### src/hw/rtl/tsa_pkg.sv
// ============================================================================
// tsa_pkg
// Shared types, widths and constants for the triangle solid angle unit.
// ============================================================================
package tsa_pkg;

    // Input and output field widths.
    localparam int COORD_W = 24;
    localparam int SA_W    = 24;

    // Front datapath widths.
    localparam int PROD_W  = 2 * COORD_W;          // one coordinate product
    localparam int CR_W    = PROD_W + 1;           // cross product component
    localparam int DOT_W   = PROD_W + 2;           // dot product of two vertices
    localparam int NP_W    = CR_W + COORD_W;       // cross component times c
    localparam int LEN_W   = COORD_W;              // vector length
    localparam int LEN2_W  = 2 * LEN_W;            // product of two lengths
    localparam int LEN3_W  = 3 * LEN_W;            // product of three lengths
    localparam int DT_W    = DOT_W + LEN_W;        // dot product times length
    localparam int DS_W    = DT_W + 2;             // sum of three such terms
    localparam int WIDE_W  = 78;                   // numerator and denominator
    localparam int MAG_W   = WIDE_W - 1;           // their magnitudes
    localparam int SCALE_W = 31;                   // scaled magnitude bits

    // Leading-one search over the magnitudes, one byte per chunk.
    localparam int CHUNK_W   = 8;
    localparam int N_CHUNKS  = (MAG_W + CHUNK_W - 1) / CHUNK_W;
    localparam int PAD_W     = N_CHUNKS * CHUNK_W;
    localparam int POS_W     = $clog2(CHUNK_W);
    localparam int BITLEN_W  = $clog2(PAD_W + 1);
    localparam int SHIFT_W   = $clog2(MAG_W - SCALE_W + 1);

    // Square root unit.
    localparam int SQRT_IN_W    = PROD_W;
    localparam int ROOT_W       = SQRT_IN_W / 2;
    localparam int REM_W        = ROOT_W + 1;
    localparam int SQRT_STEPS   = 3;
    localparam int SQRT_STAGES  = ROOT_W / SQRT_STEPS;

    // Front pipeline depth and the delay that keeps N and the dots aligned
    // with the lengths leaving the square root unit.
    localparam int FRONT_STAGES = 19;
    localparam int CARRY_DEPTH  = SQRT_STAGES - 1;

    // Queue between front and back.
    localparam int FIFO_DEPTH = 4;
    localparam int FIFO_AW    = $clog2(FIFO_DEPTH);

    // CORDIC back end.
    localparam int CORDIC_ITERATIONS = 24;
    localparam int CORDIC_STAGES     = (CORDIC_ITERATIONS > 32) ? 32 : CORDIC_ITERATIONS;
    localparam int XY_W              = 35;
    localparam int ANG_W             = 35;
    localparam int START_Z_W         = 33;
    localparam logic signed [START_Z_W-1:0] ANG_PI = 33'sd3373259426;

    // Output rounding: 2*z in Q.30 to Q3.20 is a right shift by nine.
    localparam int ROUND_SHIFT = 9;
    localparam int ROUND_HALF  = 2 ** (ROUND_SHIFT - 1);
    localparam int Q_W         = ANG_W + 1 - ROUND_SHIFT;
    localparam logic signed [Q_W-1:0] SA_MAX_Q = Q_W'(2 ** (SA_W - 1) - 1);
    localparam logic signed [Q_W-1:0] SA_MIN_Q = -Q_W'(2 ** (SA_W - 1));

    // Arctangent of 2^-i in Q.30 radians, rounded to nearest.
    localparam logic signed [ANG_W-1:0] ATAN_TAB [32] = '{
        35'sd843314857, 35'sd497837829, 35'sd263043837, 35'sd133525159,
        35'sd67021687,  35'sd33543516,  35'sd16775851,  35'sd8388437,
        35'sd4194283,   35'sd2097149,   35'sd1048576,   35'sd524288,
        35'sd262144,    35'sd131072,    35'sd65536,     35'sd32768,
        35'sd16384,     35'sd8192,      35'sd4096,      35'sd2048,
        35'sd1024,      35'sd512,       35'sd256,       35'sd128,
        35'sd64,        35'sd32,        35'sd16,        35'sd8,
        35'sd4,         35'sd2,         35'sd1,         35'sd0
    };

    // One input item: three vertices relative to the observer, Q8.16.
    typedef struct packed {
        logic signed [COORD_W-1:0] ax;
        logic signed [COORD_W-1:0] ay;
        logic signed [COORD_W-1:0] az;
        logic signed [COORD_W-1:0] bx;
        logic signed [COORD_W-1:0] by_coord;
        logic signed [COORD_W-1:0] bz;
        logic signed [COORD_W-1:0] cx;
        logic signed [COORD_W-1:0] cy;
        logic signed [COORD_W-1:0] cz;
    } tsa_in_t;

    // One result item.
    typedef struct packed {
        logic signed [SA_W-1:0] solid_angle;
        logic                   degenerate;
    } tsa_out_t;

    // Starting vector and angle handed from the front to the CORDIC.
    typedef struct packed {
        logic signed [SCALE_W:0]     x;
        logic signed [SCALE_W:0]     y;
        logic signed [START_Z_W-1:0] z;
        logic                        degenerate;
    } cordic_in_t;

    // Queue status seen by both sides.
    typedef struct packed {
        logic full;
        logic empty;
    } fifo_status_t;

endpackage

### src/hw/rtl/tsa_fifo.sv
// ============================================================================
// tsa_fifo
// Short queue of CORDIC start vectors between the front and the back.
// ============================================================================
module tsa_fifo
    import tsa_pkg::*;
(
    input  logic         clk,
    input  logic         rst_n,
    input  logic         push,
    input  cordic_in_t   push_data,
    input  logic         pop,
    output cordic_in_t   head,
    output fifo_status_t stat
);

    cordic_in_t         entry_reg [FIFO_DEPTH];
    logic [FIFO_AW-1:0] wr_reg;
    logic [FIFO_AW-1:0] rd_reg;
    logic [FIFO_AW:0]   cnt_reg;
    logic [FIFO_AW:0]   cnt_next;

    assign head       = entry_reg[rd_reg];
    assign stat.full  = (cnt_reg == (FIFO_AW + 1)'(FIFO_DEPTH));
    assign stat.empty = (cnt_reg == '0);

    // Occupancy follows pushes and pops.
    always_comb
    begin
        cnt_next = cnt_reg;
        if (push && !pop)
        begin
            cnt_next = cnt_reg + 1'b1;
        end
        else if (pop && !push)
        begin
            cnt_next = cnt_reg - 1'b1;
        end
    end

    always_ff @(posedge clk or negedge rst_n)
    begin
        if (!rst_n)
        begin
            wr_reg  <= '0;
            rd_reg  <= '0;
            cnt_reg <= '0;
        end
        else
        begin
            if (push)
            begin
                wr_reg <= wr_reg + 1'b1;
            end
            if (pop)
            begin
                rd_reg <= rd_reg + 1'b1;
            end
            cnt_reg <= cnt_next;
        end
    end

    // Entry storage.
    always_ff @(posedge clk)
    begin
        if (push)
        begin
            entry_reg[wr_reg] <= push_data;
        end
    end

endmodule

### config.mk
export PLATFORM = sky130hd
export DESIGN_NAME = tsa_fifo
export DESIGN_NICKNAME = d
export VERILOG_FILES = /design/src/hw/rtl/tsa_pkg.sv /design/src/hw/rtl/tsa_fifo.sv
export SDC_FILE = /design/constraint.sdc
export NUM_CORES = 1
export LEC_CHECK = 0
export ABC_AREA = 1
export BUFFER_PORTS_ARGS = -buffer_cell sky130_fd_sc_hd__buf_2
export CORE_UTILIZATION = 50
export CTS_CLUSTER_SIZE = 40
export DETAILED_ROUTE_END_ITERATION = 10
export MAX_ROUTING_LAYER = met4
export PLACE_DENSITY_LB_ADDON = 0.08
export SLEW_MARGIN = 25
export SYNTH_ARGS = -nofsm -noshare
export SYNTH_HDL_FRONTEND = slang
export SYNTH_SLANG_ARGS = --single-unit
### constraint.sdc
create_clock -name clk -period 3.3 [get_ports clk]
set_input_delay 0.165 -clock clk [delete_from_list [all_inputs] [get_ports clk]]
set_output_delay 0.165 -clock clk [all_outputs]
set_load 0.01 [all_outputs]
==> results of run 1 <==
kinds of logic after synthesis:
family	after synthesis	share of synthesized area (%)
xor+xnor	4	0.217
fa+ha+maj	6	0.512
simple gates	311	7.28
flops	399	74.1
compound gates	197	9.31
buf+inv	274	8.60
area by class of cell:
class	count	area (um2)
diodes	2	5.00
clock buffers	59	1210
clock inverters	19	141
fillers	2429	12000
inverters	208	793
multi-input cells	518	2790
flip-flops and latches	399	12000
well taps	402	503
repair buffers	322	2250
layer usage:
layer	up-vias	track usage, %	routed length [um]
met5	-	-	0
met4	0	5.19	546
met3	47	3.71	1490
met2	189	33.4	15600
met1	4502	25.9	14000
li1	4762	-	-
power groups by stage:
| stage | Clock [mW] | Sequential (mW) | Combinational, mW |
|---|---|---|---|
| CTS | 4.64 | 6.98 | 5.65 |
| floorplan | 0 | 6.97 | 4.01 |
| global route | 4.84 | 7.06 | 6.16 |
| global placement | 0 | 7.06 | 5.49 |
| detailed placement | 0 | 7.09 | 5.54 |
| finish | 4.53 | 6.97 | 5.52 |
timing repair:
| item | CTS | global route |
|---|---|---|
| endpoints found under the hold margin | 403 | 0 |
| hold buffers | 101 | 0 |
| setup buffers | 0 | 0 |
cell usage in the layout (no fill, tap or decap), types with 2 or more instances in the layout:
cell,netlist,final
dfrtp_4,0,2
bufinv_16,0,2
o211ai_1,191,191
xor2_1,3,3
dlygate4sd3_1,0,101
clkinvlp_4,0,3
inv_1,207,203
inv_4,1,5
dfrtp_1,7,5
buf_2,18,201
edfxtp_1,392,392
nor3_1,2,2
nand2_1,307,307
clkinv_1,0,9
clkbuf_1,1,11
buf_12,0,7
diode_2,0,2
clkbuf_8,0,3
buf_4,6,13
clkinv_2,0,5
ha_1,5,5
o211ai_2,5,5
clkbuf_16,0,45
worst max-delay path by stage:
stage | start | endpoint | slack (ns) | depth (start not counted)
final | rd_reg[0]$_DFFE_PN0P_ | head[20] | 0.89 | 5
after global routing | rd_reg[0]$_DFFE_PN0P_ | head[20] | 0.72 | 5
after CTS | rd_reg[0]$_DFFE_PN0P_ | head[27] | 0.85 | 5
after detailed placement | wr_reg[0]$_DFFE_PN0P_ | entry_reg[0][47]$_DFFE_PP_ | 1.35 | 5
after global placement | wr_reg[0]$_DFFE_PN0P_ | entry_reg[0][47]$_DFFE_PP_ | 1.40 | 5
after floorplan | wr_reg[0]$_DFFE_PN0P_ | entry_reg[2][0]$_DFFE_PP_ | 0.28 | 4
worst reg2reg max path, stage by stage, from the launching register on:
cell and delay, ns:
dfrtp_1 0.42, inv_1 0.10, ha_1 0.14, nand2_1 0.08, inv_4 0.36, buf_4 0.43
==> impl_metrics.yaml, run 1 <==
sta:
  worst_slew_pin_slew_ns: 0.650
  slew_viol_final: 0
  maxSlewHeadroom_pct: 56.6
  setup_tns_ns: 0
  fin_ws_ns: 0.889
  rsz0062_at_grt: "no"
  whs_ns: 0.0466
  fin_crit_sh_pct: 73.1
  fmax_mhz: 415
  skew_ns: 0.00629
  layout_min_cycle_time_ns: 2.41
  report.final.setup_viol: 0
  hold_violations: 0
placed_design:
  dp_hpwl_um: 18400
  port_buffers: 201
  dp_slack_ns: 1.35
  place_congestion: 0.745
  postPlaceCellArea_mm2: 0.0173
  dp.cells: 1748
yosys:
  yosys_warnings: 0
  synth.most_common_cell: "edfxtp_1"
  synth-main-ff-cell: "edfxtp_1"
  yosysTopAreaCellShare_pct: 73.0
  syn_area_per_cell_um2: 13.5
  ys_ff_latch: 399
  post_synth_num_cell_types: 20
  ys_async_sr_fraction_pct: 1.75
  synth_area_leaders: "edfxtp_1, o211ai_1, nand2_1"
  synth-seq-area-share_pct: 74.1
  yosys.area.top_type: "edfxtp_1"
  synth_common_cells: "edfxtp_1, nand2_1, inv_1"
  synthesis.area_mm2: 0.0161
  syn_inst: 1191
  syn_nets: 1299
  synth-edff-count: 392
global_routing:
  grt_pass1_wl_um: 50100
  grt_max_degree: 99
  grt-ovfl-total: 0
  antenna_found_initial: 2
  grt_pass1_vias: 9276
  track_usage_pct: 20.2
floorplanning:
  die_h_um: 182
  start_util_pct: 51.0
  row_count: 65
  core_mm2: 0.0316
  die-width_um: 182
  die_area_mm2: 0.0330
  ioPinCount: 202
detailed_routing:
  drc: 0
  vias: 9500
  wire_per_inst_um: 16.4
  ant_nets: 0
  wirelength_um: 31700
  via_per_inst: 4.92
  drt_iter0_markers: 548
  drt_pass1_iterations: 5
cells_and_area:
  syn2layout_area_growth_pct: 21.9
  finish.utilization_pct: 62.1
  final_nets: 1599
  largest_register_ffs: 392
  fin_cells: 1929
  fin_area_mm2: 0.0197
  drive_above_1_share_pct: 19.1
clock_network:
  clk_path_buf_depth: 3
  numCtsBuffers: 42
  path_clk_slew_ns: 0.06
  cts-root-buf: "clkbuf_16"
  cts_tree: "yes"
  clock-sinks: 399
  htreeDepth: 2
  cts_resized: 0
  clk_latency_ns: 0.52
pwr:
  switching_share_pct: 33.8
  power.total_mw: 17.0
  seqPwrFrac_pct: 41.0
  leakage_nw: 7.91
  pwr-share-comb_pct: 32.4
  powerDensity_mw_per_mm2: 866
  intPower_mw: 11.3
  clockPowerShare_pct: 26.6
  p_sw_mw: 5.75
  vdd_drop_max_mv: 0.446
critical_path:
  cp_slowest_cell: "dfrtp_4"
  path_delay_family: "flip-flops"
  critPathMaxStageDelay_ns: 0.81
  rr_endpoint: "entry_reg[0][29]$_DFFE_PP_"
  crit_buf_inv: 2
  r2r_cells: 5
  r2r-start: "wr_reg[0]$_DFFE_PN0P_"
  cp_cell_sequence: "buf_4, nand2_1, o211ai_1, nand2_1, buf_2"
  setup.worst_path.start_class: "flip-flop"
  cp_data_required_time_ns: 3.13
  crit_path_frequent_cell: "nand2_1"
  r2r_slack_ns: 1.42
  arrival_ns: 2.25
  setup.worst_path.class: "flip-flop to output port"
  end_kind: "output port"
  path_max_fanout: 49
outcome:
  status: "finished clean"
job:
  drv_cap: 0
min_path:
  hold_class: "input pin to asynchronous set/reset pin"
Power figures use the tool's default switching activity.
==> inputs of run 2 (changes only) <==
- clock period: 3.3 -> 2.3 ns (I/O delays scaled with it)
==> run 2 against run 1 <==
  * Core utilization is 0.66 points higher
  * Worst hold slack gained 0.30 ns
  * Largest cell class unchanged
  * Flip-flop and latch count unchanged
  * Critical endpoint is now head[25]
  * Sequential power rose by 42%
  * Routed wire length decreased by 0.88%
  * Clock skew is 0.0050 ns higher
  * Design area grew 1.1%
  * Critical path depth is 1 higher
==> impl_metrics.yaml, run 2 (synthesized netlist as in run 1, its figures left out) <==
global_routing:
  grt_pass1_wl_um: 49600
  grt-ovfl-total: 0
  antenna_found_initial: 2
  grt_pass1_vias: 9428
  grt_max_degree: 109
  track_usage_pct: 19.9
critical_path:
  cp_data_required_time_ns: 2.18
  end_kind: "output port"
  path_max_fanout: 43
  r2r_slack_ns: 0.69
  r2r_cells: 5
  setup.worst_path.class: "flip-flop to output port"
  arrival_ns: 2.07
  setup.worst_path.start_class: "flip-flop"
  rr_endpoint: "entry_reg[0][28]$_DFFE_PP_"
  r2r-start: "wr_reg[1]$_DFFE_PN0P_"
min_path:
  min_to: "rd_reg[0]$_DFFE_PN0P_"
  worstHoldPathCells: 3
  hp-start: "pop"
  hold_class: "input pin to flip-flop"
cells_and_area:
  final_nets: 1602
  syn2layout_area_growth_pct: 23.2
  final_common_cell: "edfxtp_1"
  drive_above_1_share_pct: 20.1
  largest_register_ffs: 392
  final_cell_mix: "edfxtp_1, nand2_1, inv_1, buf_2, o211ai_1"
placed_design:
  port_buffers: 201
  dp_slack_ns: 0.573
  place_congestion: 0.719
  dp_hpwl_um: 17400
floorplanning:
  die_area_mm2: 0.0330
  start_util_pct: 51.0
  die_h_um: 182
  die-width_um: 182
  row_count: 65
  core_mm2: 0.0316
  ioPinCount: 202
clock_network:
  path_clk_slew_ns: 0.06
  numCtsBuffers: 42
  clk_path_buf_depth: 3
  cts-root-buf: "clkbuf_16"
  clk_latency_ns: 0.52
  clock-sinks: 399
  cts_tree: "yes"
  htreeDepth: 2
pwr:
  clockPowerShare_pct: 26.9
  switching_share_pct: 33.5
  pwr-share-comb_pct: 33.5
  powerDensity_mw_per_mm2: 1260
  intPower_mw: 16.6
  vdd_drop_max_mv: 0.824
  p_sw_mw: 8.35
  seqPwrFrac_pct: 39.7
  leakage_nw: 7.97
outcome:
  status: "finished clean"
detailed_routing:
  drt_pass1_iterations: 4
  ant_nets: 0
  drc: 0
  wire_per_inst_um: 16.3
  wirelength_um: 31400
  vias: 9642
  via_per_inst: 5.00
  drt_iter0_markers: 610
sta:
  slew_viol_final: 0
  setup_tns_ns: 0
  layout_min_cycle_time_ns: 2.19
  hold_violations: 0
  fmax_mhz: 457
  worst_slew_pin_slew_ns: 0.559
  skew_ns: 0.0113
  maxSlewHeadroom_pct: 62.7
  fin_crit_sh_pct: 95.2
  fin_ws_ns: 0.111
  report.final.setup_viol: 0
job:
  drv_cap: 0
## run 2: cell types whose count changed in the layout (fill, tap and decap cells not counted), sizes merged
cell / before / now
clkbuf: 59 / 55
clkinv: 14 / 16
bufinv: 2 / 4
dlygate4sd3: 101 / 102
clkinvlp: 3 / 5
buf: 221 / 223
inv: 208 / 204
## run 2: critical path, stage by stage (launching register included)
cell and delay [ns]:
dfrtp_4 0.63, buf_12 0.27, buf_12 0.21, nand2_1 0.08
o211ai_1 0.08, nand2_1 0.10, buf_2 0.15
## run 2: worst max path at each step
| stage | from | endpoint | slack [ns] | cells past startpoint |
|---|---|---|---|---|
| final | rd_reg[0]$_DFFE_PN0P_ | head[25] | 0.11 | 6 |
| after global routing | rd_reg[0]$_DFFE_PN0P_ | head[25] | -0.004 | 6 |
| after CTS | rd_reg[0]$_DFFE_PN0P_ | head[55] | 0.009 | 5 |
| after detailed placement | rd_reg[0]$_DFFE_PN0P_ | head[55] | 0.57 | 5 |
| after global placement | rd_reg[0]$_DFFE_PN0P_ | head[25] | 0.63 | 6 |
| after floorplan | wr_reg[0]$_DFFE_PN0P_ | entry_reg[0][0]$_DFFE_PP_ | -0.21 | 4 |
## run 2: routing by layer
layer  GRT usage (%)  part of all wire, %  wire length (um)  vias up
li1                -                    -                 -     4762
met5               -                    0                 0        -
met1            25.5                   45             14100     4618
met4            5.42                  2.1               675        0
met3            3.47                  4.6              1450       53
met2            32.7                   48             15200      209
## run 2: repair_timing
action / in CTS / in global routing
resized for setup: 0 / 2
buffers inserted: 0 / 1
setup endpoints to repair: 0 / 53
hold endpoints to repair: 403 / 0
hold buffers: 102 / 0
## run 2: through the flow
step                      instance area (um2)  util, %  hold WS [ns]  instances  power, mW
final                                   19900     62.8         0.346       1930       24.9
after global routing                    19900     62.8         0.336       1930       26.4
after detailed placement                17400     55.1       -0.0334       1749       18.4
after floorplan                         16200        -        -0.181       1191       15.8
after CTS                               19800     62.7         0.325       1927       25.2
after global placement                  17400     55.1       -0.0336       1749       18.2
## run 2: final cells by class
type,instances,area (um2)
Sequential cell,399,12000
Inverter,208,798
Fill cell,2440,11800
Clock buffer,55,1190
Tap cell,402,503
Clock inverter,21,199
Antenna cell,2,5.00
Multi-Input combinational cell,518,2810
Timing Repair Buffer,325,2390
## run 2: power groups by stage
stage,logic [mW],registers (mW),clock network [mW]
5_1_grt,9.29,10.0,7.14
6_report,8.35,9.90,6.70
2_1_floorplan,5.79,9.96,0
4_1_cts,8.45,9.93,6.85
3_5_place_dp,8.29,10.1,0
3_3_place_gp,8.19,10.0,0
